`src/hdl/bitmap_stack_slot_allocator_defines.svh`:
```
// ----------------------------------------------------------------------------
// Bitmap stack slot allocator assertion macros
// Concurrent assertion wrappers; defining NO_ASSERTIONS turns them into nothing.
// ----------------------------------------------------------------------------
`ifndef BITMAP_STACK_SLOT_ALLOCATOR_DEFINES_SVH
`define BITMAP_STACK_SLOT_ALLOCATOR_DEFINES_SVH

`ifndef NO_ASSERTIONS

// The consequent must hold in the same cycle as the antecedent.
`define BSSA_ASSERT_IMPL(label, clk, rst_n, ante, cons, msg) \
  label: assert property (@(posedge clk) disable iff (!rst_n) (ante) |-> (cons)) \
    else $error(msg);

// The consequent must hold in the cycle after the antecedent.
`define BSSA_ASSERT_NEXT(label, clk, rst_n, ante, cons, msg) \
  label: assert property (@(posedge clk) disable iff (!rst_n) (ante) |=> (cons)) \
    else $error(msg);

`else

`define BSSA_ASSERT_IMPL(label, clk, rst_n, ante, cons, msg)
`define BSSA_ASSERT_NEXT(label, clk, rst_n, ante, cons, msg)

`endif

`endif

```
`src/hdl/bssa_pkg.sv`:
```
`default_nettype none
// ----------------------------------------------------------------------------
// Bitmap stack slot allocator package
// Field widths, register indexes, request and status codes, sequencer states.
// ----------------------------------------------------------------------------
package bssa_pkg;

  localparam int WORD_W          = 64;
  localparam int BIT_IDX_W       = 6;
  localparam int SLOTS_PER_GROUP = 512;
  localparam int WORDS_PER_GROUP = SLOTS_PER_GROUP / WORD_W;

  localparam int ADDR_W       = 64;
  localparam int STACK_SIZE_W = 21;
  localparam int HEAP_SIZE_W  = 41;
  localparam int STATUS_W     = 2;
  localparam int CFG_INDEX_W  = 2;

  localparam logic [STACK_SIZE_W-1:0] STACK_SIZE_RST = STACK_SIZE_W'(16384);

  localparam logic [CFG_INDEX_W-1:0] CFG_HEAP_BASE  = 2'd0;
  localparam logic [CFG_INDEX_W-1:0] CFG_STACK_SIZE = 2'd1;
  localparam logic [CFG_INDEX_W-1:0] CFG_HEAP_SIZE  = 2'd2;

  localparam logic FUNC_ALLOC = 1'b0;
  localparam logic FUNC_FREE  = 1'b1;

  localparam logic [STATUS_W-1:0] STAT_ALLOCATED = 2'd0;
  localparam logic [STATUS_W-1:0] STAT_FULL      = 2'd1;
  localparam logic [STATUS_W-1:0] STAT_FREED     = 2'd2;
  localparam logic [STATUS_W-1:0] STAT_REJECTED  = 2'd3;

  typedef enum logic [3:0] {
    S_IDLE,
    S_A_RD,
    S_A_CHK,
    S_A_MUL,
    S_A_ADD,
    S_F_SUB,
    S_F_CHK,
    S_F_DIV,
    S_F_RD,
    S_F_WR,
    S_DONE
  } state_t;

endpackage

`default_nettype wire

```
`src/hdl/bssa_if.sv`:
```
`default_nettype none
// ----------------------------------------------------------------------------
// Bitmap stack slot allocator channels
// Request and result channels with a valid/ready handshake.
// ----------------------------------------------------------------------------
interface bssa_in_if;
  import bssa_pkg::*;

  logic              valid;
  logic              ready;
  logic              func;
  logic [ADDR_W-1:0] stack_address;

  modport source (output valid, output func, output stack_address, input ready);
  modport sink   (input valid, input func, input stack_address, output ready);
endinterface

interface bssa_out_if;
  import bssa_pkg::*;

  logic                valid;
  logic                ready;
  logic [ADDR_W-1:0]   result_address;
  logic [STATUS_W-1:0] status;

  modport source (output valid, output result_address, output status, input ready);
  modport sink   (input valid, input result_address, input status, output ready);
endinterface

`default_nettype wire

```
`src/hdl/bitmap_stack_slot_allocator.sv`:
```
`default_nettype none
// ----------------------------------------------------------------------------
// Bitmap stack slot allocator
// Hands out and takes back fixed-size stack slots tracked in a used-bit memory.
// ----------------------------------------------------------------------------
// Usage:
// A word on in_ch asks to allocate (func 0) or free (func 1) a stack slot.
// Each request gives exactly one word on out_ch: the slot address and status.
// Requests are handled one at a time; in_ch.ready is high only while idle.
// An allocate scans the used-bit memory one word at a time (one read, one
// check), then steps through the address multiply, add and result load;
// when the bitmap is full it ends after checking the last word.
// A free runs the offset subtract and bounds check, then a one-bit-per-cycle
// divider for Q quotient bits (Q is 10 for one group), then a read and a
// clear of the used bit; a rejected free ends after the bounds check.
// The result sits in an output register, so the next request can be taken
// while out_ch is stalled; a second result waits until the first is taken.
// Reset clears every used bit through per-word valid flags (no clearing
// pass) and loads the configuration registers with their reset values.
// Configuration must be written through cfg_we/cfg_index/cfg_wdata while
// idle, by the user; the block itself does not enforce this.
// ----------------------------------------------------------------------------
`include "bitmap_stack_slot_allocator_defines.svh"

module bitmap_stack_slot_allocator #(
  parameter int NUM_GROUPS = 1
) (
  input  wire logic                            clk,
  input  wire logic                            rst_n,
  bssa_in_if.sink                              in_ch,
  bssa_out_if.source                           out_ch,
  input  wire logic                            cfg_we,
  input  wire logic [bssa_pkg::CFG_INDEX_W-1:0] cfg_index,
  input  wire logic [bssa_pkg::ADDR_W-1:0]      cfg_wdata
);
  import bssa_pkg::*;

  localparam int DEPTH       = NUM_GROUPS * WORDS_PER_GROUP;
  localparam int TOTAL_SLOTS = NUM_GROUPS * SLOTS_PER_GROUP;
  localparam int WIDX_W      = $clog2(DEPTH);
  localparam int SLOT_W      = WIDX_W + BIT_IDX_W;
  localparam int QW          = $clog2(TOTAL_SLOTS + 1);
  localparam int REM_W       = QW + STACK_SIZE_W;
  localparam int CNT_W       = $clog2(QW);

  localparam logic [QW-1:0]     LIMIT_MULT = QW'(TOTAL_SLOTS + 1);
  localparam logic [QW-1:0]     QUOT_MAX   = QW'(TOTAL_SLOTS);
  localparam logic [WIDX_W-1:0] LAST_WORD  = WIDX_W'(DEPTH - 1);

  // Lowest clear bit of a word that is known not to be all ones.
  function automatic logic [BIT_IDX_W-1:0] first_zero(input logic [WORD_W-1:0] w);
    logic [BIT_IDX_W-1:0] r;
    r = '0;
    for (int i = WORD_W - 1; i >= 0; i--) begin
      if (!w[i]) r = BIT_IDX_W'(i);
    end
    return r;
  endfunction

  state_t state_r, state_nxt;

  logic [ADDR_W-1:0]       heap_base_r;
  logic [STACK_SIZE_W-1:0] stack_size_r;
  logic [HEAP_SIZE_W-1:0]  heap_size_r;

  logic [ADDR_W-1:0]    addr_r, addr_nxt;
  logic [ADDR_W-1:0]    off_r, off_nxt;
  logic                 base_ok_r, base_ok_nxt;
  logic [WIDX_W-1:0]    widx_r, widx_nxt;
  logic [BIT_IDX_W-1:0] bit_r, bit_nxt;
  logic [REM_W-1:0]     mul_r, mul_nxt;
  logic [REM_W-1:0]     rem_r, rem_nxt;
  logic [REM_W-1:0]     dsr_r, dsr_nxt;
  logic [QW-1:0]        quot_r, quot_nxt;
  logic [CNT_W-1:0]     cnt_r, cnt_nxt;
  logic [ADDR_W-1:0]    res_addr_r, res_addr_nxt;
  logic [STATUS_W-1:0]  res_stat_r, res_stat_nxt;
  logic                 out_valid_r, out_valid_nxt;
  logic [ADDR_W-1:0]    out_addr_r, out_addr_nxt;
  logic [STATUS_W-1:0]  out_stat_r, out_stat_nxt;

  // Used-bit memory; a word whose valid flag is clear reads as all free.
  logic [WORD_W-1:0] mem [DEPTH];
  logic [DEPTH-1:0]  vld_r;
  logic [WORD_W-1:0] rd_data_r;
  logic              rd_vld_r;
  logic              mem_we;
  logic [WIDX_W-1:0] mem_raddr;
  logic [WORD_W-1:0] mem_wdata;

  logic                 in_acc;
  logic                 out_load;
  logic [WORD_W-1:0]    word_eff;
  logic                 word_full;
  logic [BIT_IDX_W-1:0] zero_bit;
  logic [QW-1:0]        mul_a;
  logic [REM_W-1:0]     mul_p;
  logic [QW-1:0]        free_slot;
  logic [WIDX_W-1:0]    free_widx;
  logic                 rem_ge;
  logic                 f_reject;

  assign in_acc    = in_ch.valid && (state_r == S_IDLE);
  assign out_load  = (state_r == S_DONE) && (!out_valid_r || out_ch.ready);
  assign word_eff  = rd_vld_r ? rd_data_r : '0;
  assign word_full = &word_eff;
  assign zero_bit  = first_zero(word_eff);
  assign mul_a     = (state_r == S_A_MUL) ? (QW'({widx_r, bit_r}) + QW'(1)) : LIMIT_MULT;
  assign mul_p     = REM_W'(mul_a) * REM_W'(stack_size_r);
  assign free_slot = quot_r - QW'(1);
  assign free_widx = free_slot[SLOT_W-1:BIT_IDX_W];
  assign rem_ge    = (rem_r >= dsr_r);
  assign mem_raddr = (state_r == S_F_RD) ? free_widx : widx_r;

  // A quotient of zero or above the slot count is caught by the bounds on
  // the offset, so the divider only ever produces a valid slot number.
  assign f_reject = !base_ok_r
                 || (off_r >= ADDR_W'(heap_size_r))
                 || (stack_size_r == '0)
                 || (off_r >= ADDR_W'(mul_r))
                 || (off_r < ADDR_W'(stack_size_r));

  assign in_ch.ready           = (state_r == S_IDLE);
  assign out_ch.valid          = out_valid_r;
  assign out_ch.result_address = out_addr_r;
  assign out_ch.status         = out_stat_r;

  // Next state.
  always_comb begin
    state_nxt = state_r;
    case (state_r)
      S_IDLE: begin
        if (in_acc) state_nxt = (in_ch.func == FUNC_ALLOC) ? S_A_RD : S_F_SUB;
      end
      S_A_RD:  state_nxt = S_A_CHK;
      S_A_CHK: begin
        if (!word_full) state_nxt = S_A_MUL;
        else if (widx_r == LAST_WORD) state_nxt = S_DONE;
        else state_nxt = S_A_RD;
      end
      S_A_MUL: state_nxt = S_A_ADD;
      S_A_ADD: state_nxt = S_DONE;
      S_F_SUB: state_nxt = S_F_CHK;
      S_F_CHK: state_nxt = f_reject ? S_DONE : S_F_DIV;
      S_F_DIV: begin
        if (cnt_r == '0) state_nxt = S_F_RD;
      end
      S_F_RD:  state_nxt = S_F_WR;
      S_F_WR:  state_nxt = S_DONE;
      S_DONE: begin
        if (out_load) state_nxt = S_IDLE;
      end
      default: state_nxt = S_IDLE;
    endcase
  end

  // Datapath and memory control.
  always_comb begin
    addr_nxt      = addr_r;
    off_nxt       = off_r;
    base_ok_nxt   = base_ok_r;
    widx_nxt      = widx_r;
    bit_nxt       = bit_r;
    mul_nxt       = mul_r;
    rem_nxt       = rem_r;
    dsr_nxt       = dsr_r;
    quot_nxt      = quot_r;
    cnt_nxt       = cnt_r;
    res_addr_nxt  = res_addr_r;
    res_stat_nxt  = res_stat_r;
    out_valid_nxt = out_valid_r && !out_ch.ready;
    out_addr_nxt  = out_addr_r;
    out_stat_nxt  = out_stat_r;
    mem_we        = 1'b0;
    mem_wdata     = word_eff;
    case (state_r)
      S_IDLE: begin
        if (in_acc) begin
          addr_nxt = in_ch.stack_address;
          widx_nxt = '0;
        end
      end
      S_A_CHK: begin
        if (!word_full) begin
          bit_nxt   = zero_bit;
          mem_we    = 1'b1;
          mem_wdata = word_eff | (WORD_W'(1) << zero_bit);
        end else if (widx_r == LAST_WORD) begin
          res_addr_nxt = '0;
          res_stat_nxt = STAT_FULL;
        end else begin
          widx_nxt = widx_r + WIDX_W'(1);
        end
      end
      S_A_MUL: mul_nxt = mul_p;
      S_A_ADD: begin
        res_addr_nxt = heap_base_r + ADDR_W'(mul_r);
        res_stat_nxt = STAT_ALLOCATED;
      end
      S_F_SUB: begin
        off_nxt     = addr_r - heap_base_r;
        base_ok_nxt = (addr_r >= heap_base_r);
        mul_nxt     = mul_p;
      end
      S_F_CHK: begin
        if (f_reject) begin
          res_addr_nxt = '0;
          res_stat_nxt = STAT_REJECTED;
        end else begin
          rem_nxt  = off_r[REM_W-1:0];
          dsr_nxt  = REM_W'(stack_size_r) << (QW - 1);
          quot_nxt = '0;
          cnt_nxt  = CNT_W'(QW - 1);
        end
      end
      S_F_DIV: begin
        if (rem_ge) rem_nxt = rem_r - dsr_r;
        quot_nxt = {quot_r[QW-2:0], rem_ge};
        dsr_nxt  = dsr_r >> 1;
        cnt_nxt  = cnt_r - CNT_W'(1);
      end
      S_F_RD: begin
        widx_nxt = free_widx;
        bit_nxt  = free_slot[BIT_IDX_W-1:0];
      end
      S_F_WR: begin
        mem_we       = 1'b1;
        mem_wdata    = word_eff & ~(WORD_W'(1) << bit_r);
        res_addr_nxt = '0;
        res_stat_nxt = STAT_FREED;
      end
      S_DONE: begin
        if (out_load) begin
          out_valid_nxt = 1'b1;
          out_addr_nxt  = res_addr_r;
          out_stat_nxt  = res_stat_r;
        end
      end
      default: ;
    endcase
  end

  // Requests run strictly one after another, so a write always lands
  // before the next read of the same word.
  always_ff @(posedge clk) begin
    if (mem_we) mem[widx_r] <= mem_wdata;
    rd_data_r <= mem[mem_raddr];
  end

  always_ff @(posedge clk) begin
    if (!rst_n) begin
      state_r      <= S_IDLE;
      heap_base_r  <= '0;
      stack_size_r <= STACK_SIZE_RST;
      heap_size_r  <= '0;
      vld_r        <= '0;
      rd_vld_r     <= 1'b0;
      out_valid_r  <= 1'b0;
    end else begin
      state_r     <= state_nxt;
      out_valid_r <= out_valid_nxt;
      rd_vld_r    <= vld_r[mem_raddr];
      if (mem_we) vld_r[widx_r] <= 1'b1;
      if (cfg_we) begin
        case (cfg_index)
          CFG_HEAP_BASE:  heap_base_r  <= cfg_wdata;
          CFG_STACK_SIZE: stack_size_r <= cfg_wdata[STACK_SIZE_W-1:0];
          CFG_HEAP_SIZE:  heap_size_r  <= cfg_wdata[HEAP_SIZE_W-1:0];
          default: ;
        endcase
      end
    end
  end

  always_ff @(posedge clk) begin
    addr_r     <= addr_nxt;
    off_r      <= off_nxt;
    base_ok_r  <= base_ok_nxt;
    widx_r     <= widx_nxt;
    bit_r      <= bit_nxt;
    mul_r      <= mul_nxt;
    rem_r      <= rem_nxt;
    dsr_r      <= dsr_nxt;
    quot_r     <= quot_nxt;
    cnt_r      <= cnt_nxt;
    res_addr_r <= res_addr_nxt;
    res_stat_r <= res_stat_nxt;
    out_addr_r <= out_addr_nxt;
    out_stat_r <= out_stat_nxt;
  end

  `BSSA_ASSERT_NEXT(a_busy_after_accept, clk, rst_n, in_ch.valid && in_ch.ready, !in_ch.ready, "request accepted while busy")
  `BSSA_ASSERT_IMPL(a_free_addr_zero, clk, rst_n, out_valid_r && (out_stat_r == STAT_FREED || out_stat_r == STAT_REJECTED), out_addr_r == '0, "free result with nonzero address")
  `BSSA_ASSERT_IMPL(a_write_states, clk, rst_n, mem_we, state_r == S_A_CHK || state_r == S_F_WR, "bitmap write outside an update state")
  `BSSA_ASSERT_IMPL(a_quot_range, clk, rst_n, state_r == S_F_RD, quot_r != '0 && quot_r <= QUOT_MAX, "divider quotient out of slot range")

endmodule

`default_nettype wire

```
`src/flat_wrapper.sv`:
```
// flat-port wrapper written by rule: the top's interface ports become plain ports
module bitmap_stack_slot_allocator_flat import bssa_pkg::*;
#(
  parameter int NUM_GROUPS = 1
)
  (clk, rst_n, cfg_we, cfg_index, cfg_wdata, in_ch_valid, in_ch_func, in_ch_stack_address, in_ch_ready, out_ch_valid, out_ch_result_address, out_ch_status, out_ch_ready);
  bssa_in_if in_ch_i ();
  bssa_out_if out_ch_i ();
  input  wire logic clk;
  input  wire logic rst_n;
  input  wire logic cfg_we;
  input  wire logic [bssa_pkg::CFG_INDEX_W-1:0] cfg_index;
  input  wire logic [bssa_pkg::ADDR_W-1:0] cfg_wdata;
  input wire logic [$bits(in_ch_i.valid)-1:0] in_ch_valid;
  input wire logic [$bits(in_ch_i.func)-1:0] in_ch_func;
  input wire logic [$bits(in_ch_i.stack_address)-1:0] in_ch_stack_address;
  output wire logic [$bits(in_ch_i.ready)-1:0] in_ch_ready;
  output wire logic [$bits(out_ch_i.valid)-1:0] out_ch_valid;
  output wire logic [$bits(out_ch_i.result_address)-1:0] out_ch_result_address;
  output wire logic [$bits(out_ch_i.status)-1:0] out_ch_status;
  input wire logic [$bits(out_ch_i.ready)-1:0] out_ch_ready;
  assign in_ch_i.valid = in_ch_valid;
  assign in_ch_i.func = in_ch_func;
  assign in_ch_i.stack_address = in_ch_stack_address;
  assign in_ch_ready = in_ch_i.ready;
  assign out_ch_valid = out_ch_i.valid;
  assign out_ch_result_address = out_ch_i.result_address;
  assign out_ch_status = out_ch_i.status;
  assign out_ch_i.ready = out_ch_ready;
  bitmap_stack_slot_allocator #(.NUM_GROUPS(NUM_GROUPS)) u_core (.clk(clk), .rst_n(rst_n), .in_ch(in_ch_i), .out_ch(out_ch_i), .cfg_we(cfg_we), .cfg_index(cfg_index), .cfg_wdata(cfg_wdata));
endmodule
```
`config.mk`:
```
export PLATFORM = sky130hd
export DESIGN_NAME = bitmap_stack_slot_allocator_flat
export DESIGN_NICKNAME = d
export VERILOG_FILES = /design/src/hdl/bssa_pkg.sv /design/src/hdl/bssa_if.sv /design/src/hdl/bitmap_stack_slot_allocator.sv /design/src/flat_wrapper.sv
export VERILOG_INCLUDE_DIRS = /design/src /design/src/hdl
export SDC_FILE = /design/constraint.sdc
export NUM_CORES = 2
export LEC_CHECK = 0
export ABC_AREA = 1
export BUFFER_PORTS_ARGS = -buffer_cell sky130_fd_sc_hd__buf_4
export CAP_MARGIN = 20
export CORE_MARGIN = 3
export CORE_UTILIZATION = 60
export DETAILED_ROUTE_END_ITERATION = 8
export GPL_TIMING_DRIVEN = 1
export PLACE_DENSITY_LB_ADDON = 0.15
export SYNTH_ARGS = -nofsm -noshare
export SYNTH_HDL_FRONTEND = slang
export SYNTH_SLANG_ARGS = --single-unit
```
`constraint.sdc`:
```
create_clock -name clk -period 7.48 [get_ports clk]
set_input_delay 0.748 -clock clk [delete_from_list [all_inputs] [get_ports clk]]
set_output_delay 0.748 -clock clk [all_outputs]
set_load 0.05 [all_outputs]
```
Yosys cells after proc, flatten, opt, wreduce, memory -nomap -nowiden --
Memories as Yosys holds them, arrays and structs flattened. A register that Yosys moved wholly into a read port is not among the register bits. Cells that the tools add are included. Widths: inputs -> output; s select.
Storage, ports and cells: memory bits (read-only) 0, RAM bits 512, register bits after elaboration 516, output and inout port bits 68, bits in latches 0, memories 1, logic and storage cells 211, bits of input ports 136
Cells by class: equality and inequality tests 23, divide/modulo/power cells 0, order comparisons 8, reductions and logical operators 34, shifts and indexed selects 2, multiplexer cells 110, add/subtract/negate cells 7, bitwise gates (word level) 4, multipliers 1
Memory list:
- u_core.mem | words 8, width 64, rd ports 1, clocked after Yosys merged registers in 1, write ports 1, line bitmap_stack_slot_allocator.sv:83 | logic [WORD_W-1:0] mem [DEPTH];
Operator list (count):
- $mux 6 | 65
- $mux 64 | 5
- $pmux 64 s4 | 1
- $pmux 64 s2 | 1
- $shl 1x6->64 const A | 2
- $pmux 31 s2 | 2
- $mux 31 | 3
- $add 64x31->64 | 1
- $and 64x64->64 | 1
- $ge 64x31->1 | 1
- $ge 64x41->1 | 1
- $ge 64x64->1 | 1
- $lt 64x21->1 | 1
- $not 64->64 | 1
- $or 64x64->64 | 1
- $reduce_and 64->1 | 1
- $sub 64x64->64 | 1
- $pmux 4 s10 | 1
- $ge 31x31->1 | 1
- $mul 10x21->31 | 1
- $sub 31x31->31 | 1
- $mux 4 | 7
- $logic_not 21->1 | 1
- $pmux 9 s2 | 1
- other kinds (40) | 87

Logic depth before layout (Yosys ltp) --
word-level depth 69, depth in mapped cells 68, mapped depth without buffers 68

Least setup slack after synthesis --
No wires, ideal clock.
path kind register -> register, from register u_core.bit_r[2], to register u_core.mul_r[30], data pin, setup time 260 ps, arrival 6641 ps, stages on the path, launching flop included 40, setup slack 579 ps, required time 7220 ps, path buffers 1, period minus slack after synthesis 6901 ps, cell sequence edfxtp_1 -> inv_1 -> nor3_1 -> inv_1 -> nor2_1 -> inv_1 -> nor2_1 -> nand2_1 -> o21ai_0 -> nand3_1 -> inv_1 -> clkbuf_1 -> nand2_1 -> fa_1 -> fa_1 -> inv_1 -> fa_1 -> fa_1 -> [... 4 more ...] -> nand3_1 -> nand2_1 -> nand3_1 -> nand2_1 -> a21oi_1 -> inv_1 -> nand2_1 -> nand2_1 -> nand2_1 -> nand2_1 -> a21oi_1 -> nand2b_1 -> a21boi_0 -> nor2_1 -> o21ai_0 -> nand3_1 -> nand2_1 -> xnor2_1
Between the ends: cells in the longest elaborated chain, start to end 3
RTL lines:
- from (decl) | line bitmap_stack_slot_allocator.sv:70 | logic [BIT_IDX_W-1:0] bit_r, bit_nxt;
- from (signal assigned) | line bitmap_stack_slot_allocator.sv:280 | bit_r <= bit_nxt;
- $add 9x1->10 | line bitmap_stack_slot_allocator.sv:108 | assign mul_a = (state_r == S_A_MUL) ? (QW'({widx_r, bit_r}) + QW'(1)) : LIMIT_MULT;
- $mux 10 | line bitmap_stack_slot_allocator.sv:108
- $mul 10x21->31 | line bitmap_stack_slot_allocator.sv:109 | assign mul_p = REM_W'(mul_a) * REM_W'(stack_size_r);
- via u_core.mul_p[30] | line bitmap_stack_slot_allocator.sv:97 | logic [REM_W-1:0] mul_p;
- to (signal assigned) | line bitmap_stack_slot_allocator.sv:281 | mul_r <= mul_nxt;
- to (decl) | line bitmap_stack_slot_allocator.sv:71 | logic [REM_W-1:0] mul_r, mul_nxt;
The timed path passes the listed nets, and every way through them passes these cells. A chain may end at the register's enable or synchronous reset.

Worst setup path in the final report --
from register u_core.bit_r[0], to register u_core.mul_r[28], data pin
Same word-level chain as after synthesis.

==> metrics <==
row count 111; Synth area leader edfxtp_1; family with the most delay on the worst path adder cells; fmax 142 MHz; clock transition at the registers of the reported paths 0.06 ns; antenna violations before repair 4; slowest cell on the critical path fa_1; largest cells by area after synthesis edfxtp_1, dfxtp_1, ha_1, nand2_1, fa_1; syn avg cell area 10.5 sq um; top cells by count, synth nand2_1, edfxtp_1, inv_1; post-route cell area 63600 sq um; number of flops mapped to enable cells by yosys 887; Top FF cell, synth edfxtp_1; min Tclk post-route 7.04 ns; Top-Level Pins 204; layout cells sized above 1 10.2%; Clk Latency, worst-skew pair 0.71 ns; Setup crit start kind flip-flop; Leak Pwr 0.0259 uW; WL final 143000 um; fin crit share 94.1%; Die Ht 313 um; Worst EP required 7.93 ns; core area 92400 sq um; placed cell area 59500 sq um; first-pass GRT wire length 221000 um; CP peak stage delay 0.56 ns; Slew Limit Fails 0; distinct cell type count after synthesis 68; Buffers & Inverters on Critical Path 7; largest net degree at the start of global routing 189; H-tree Lvls 3; async set or reset register ratio after synthesis 0%; First DRT Iteration DRCs 3258; drc violations 0; DPL Wire Length 98700 um; Arrival @ worst endpoint 7.49 ns; Worst Max-Slew Pin Slew 1.18 ns; vias in the first global route 39.2k; Fin Clk Skew 0.0252 ns; Clock Path Buffers 3; pwr/cell area 312 nW/um^2; Syn Nets 5936; Area Growth Syn to Fin 12.8%; Seq cells post-synth 1091; vias per inst 5.79; CTS root buf clkbuf_16; Slew HR 21.1%; total power 19900 uW; Antenna Violating Nets Remaining 0; CTS Hold Bufs 0; Horiz. Die Dim 313 um; Final Hold Viols 0; worst setup path class flip-flop to flip-flop; first drt pass iteration count 6; CTS tree done; Peak VDD IR 393 uV; global route overflow 0; Syn Inst Count 5354; crit end category flip-flop; GPL Wtd Cong 0.983; Final Setup Violations 0; Seq/Total Area, Yosys 54.5%; most frequent CP cell nand2_1; outcome finished clean; Initial Utilization 61.1%; Clock Sink Count 1091; Layout Nets 6146; Cell Area, Synth 56400 sq um; Port Buf Inserts 203; max-cap violations 0; share of the synthesized area in the top cell type 47.2%; YS warnings 0; Hold WC Path Type primary input to flip-flop; drt wl/cell 20.7 um; TritonCTS buffer count 111; die area 97700 sq um; Total Routing Usage GR 29.1%; DR vias 40.0k; crit path max fanout 12; count leader, synth nand2_1
-- layer usage --
layer | vias to the layer above | routed length [um] | GRT usage, %
li1 | 18900 | - | -
met1 | 19200 | 58300 | 38.4
met2 | 1518 | 68400 | 48.3
met3 | 322 | 10500 | 5.21
met4 | 2 | 5460 | 10.8
met5 | - | 13 | 0
-- per-stage QoR --
step           worst slack, ns  utilization [%]  TNS (ns)  std cells  hold WS (ns)
2_1_floorplan            0.579                -         0       5354         0.400
3_3_place_gp             0.451             64.4         0       6686         0.402
3_5_place_dp             0.267             64.4         0       6686         0.405
4_1_cts                  0.247             68.7         0       6895         0.185
5_1_grt                -0.0624             68.9    -0.113       6903         0.190
6_report                 0.442             68.9         0       6907         0.217
-- area by class of cell --
class                   instances  area [sq um]
diodes                          4          10.0
inverters                     666          2510
flip-flops and latches       1091         30700
fillers                      6899         28700
multi-input cells            3412         22700
well taps                    1243          1560
repair buffers                282          2190
clock inverters                59           783
clock buffers                 150          3180
-- worst paths after layout --
check                                 startpoint                                          to  slack, ns  cells past startpoint
max                    u_core.bit_r[0]$_DFFE_PP_                  u_core.mul_r[28]$_DFFE_PP_       0.44                     35
min                      in_ch_stack_address[37]                 u_core.addr_r[37]$_DFFE_PP_       0.22                      1
max reg2reg            u_core.bit_r[0]$_DFFE_PP_                  u_core.mul_r[28]$_DFFE_PP_       0.44                     35
min reg2reg  u_core.res_addr_r[45]$_SDFFCE_PN0P_  u_core.out_ch.result_address[45]$_DFFE_PP_       0.41                      0
-- layout by cell type, fill, tap and decap left out, drive strengths merged, types with 6 or more instances in the layout --
cell type	n
nand3	124
dfxtp	204
o21a	26
nand4	32
nor2	405
clkbuf	150
nor4	25
a32o	44
nor3	63
a211oi	13
o31ai	6
a21oi	421
o21ai	359
fa	153
clkinvlp	6
a31oi	46
buf	282
ha	293
o21bai	64
xnor2	45
edfxtp	887
mux2i	176
clkinv	47
bufinv	15
nand2	923
o211ai	59
inv	657
xor2	76
-- sequential cells by signal (all words and copies together) (netlist names), 3 cells and up --
signal	count
u_core.addr_r	64
u_core.bit_r	6
u_core.cnt_r	4
u_core.dsr_r	30
u_core.heap_base_r	64
u_core.heap_size_r	41
u_core.mem	512
u_core.mul_r	31
u_core.off_r	64
u_core.out_ch.result_address	64
u_core.quot_r	9
u_core.rd_data_r	64
u_core.rem_r	31
u_core.res_addr_r	64
u_core.stack_size_r	21
u_core.state_r	4
u_core.vld_r	8
u_core.widx_r	3
-- cells by family (layout without fill, tap and decap cells) --
kind of cell / after synthesis / count (layout) / synth area share (%)
mux: 177 / 177 / 3.14
xor+xnor: 121 / 121 / 1.88
fa+ha+maj: 446 / 446 / 11.9
compound gates: 1082 / 1082 / 11.4
simple gates: 1586 / 1586 / 11.5
buf+inv: 851 / 1157 / 5.66
flops: 1091 / 1091 / 54.5
other cells: 0 / 4 / 0
-- timing repair --
| item | 4_1_cts | 5_1_grt |
|---|---|---|
| setup buffers | 0 | 5 |
| gates resized for setup | 0 | 17 |
| setup endpoints to repair | 0 | 6 |
-- report_power, final --
| group | internal, uW | total (uW) | leakage (uW) | switching [uW] |
|---|---|---|---|---|
| clock network | 3520 | 5890 | 0.00193 | 2370 |
| registers | 7760 | 8240 | 0.00986 | 476 |
| logic | 1950 | 5720 | 0.0141 | 3770 |
| total | 13200 | 19900 | 0.0259 | 6620 |
Note: power is estimated with default switching activity, not from simulation.
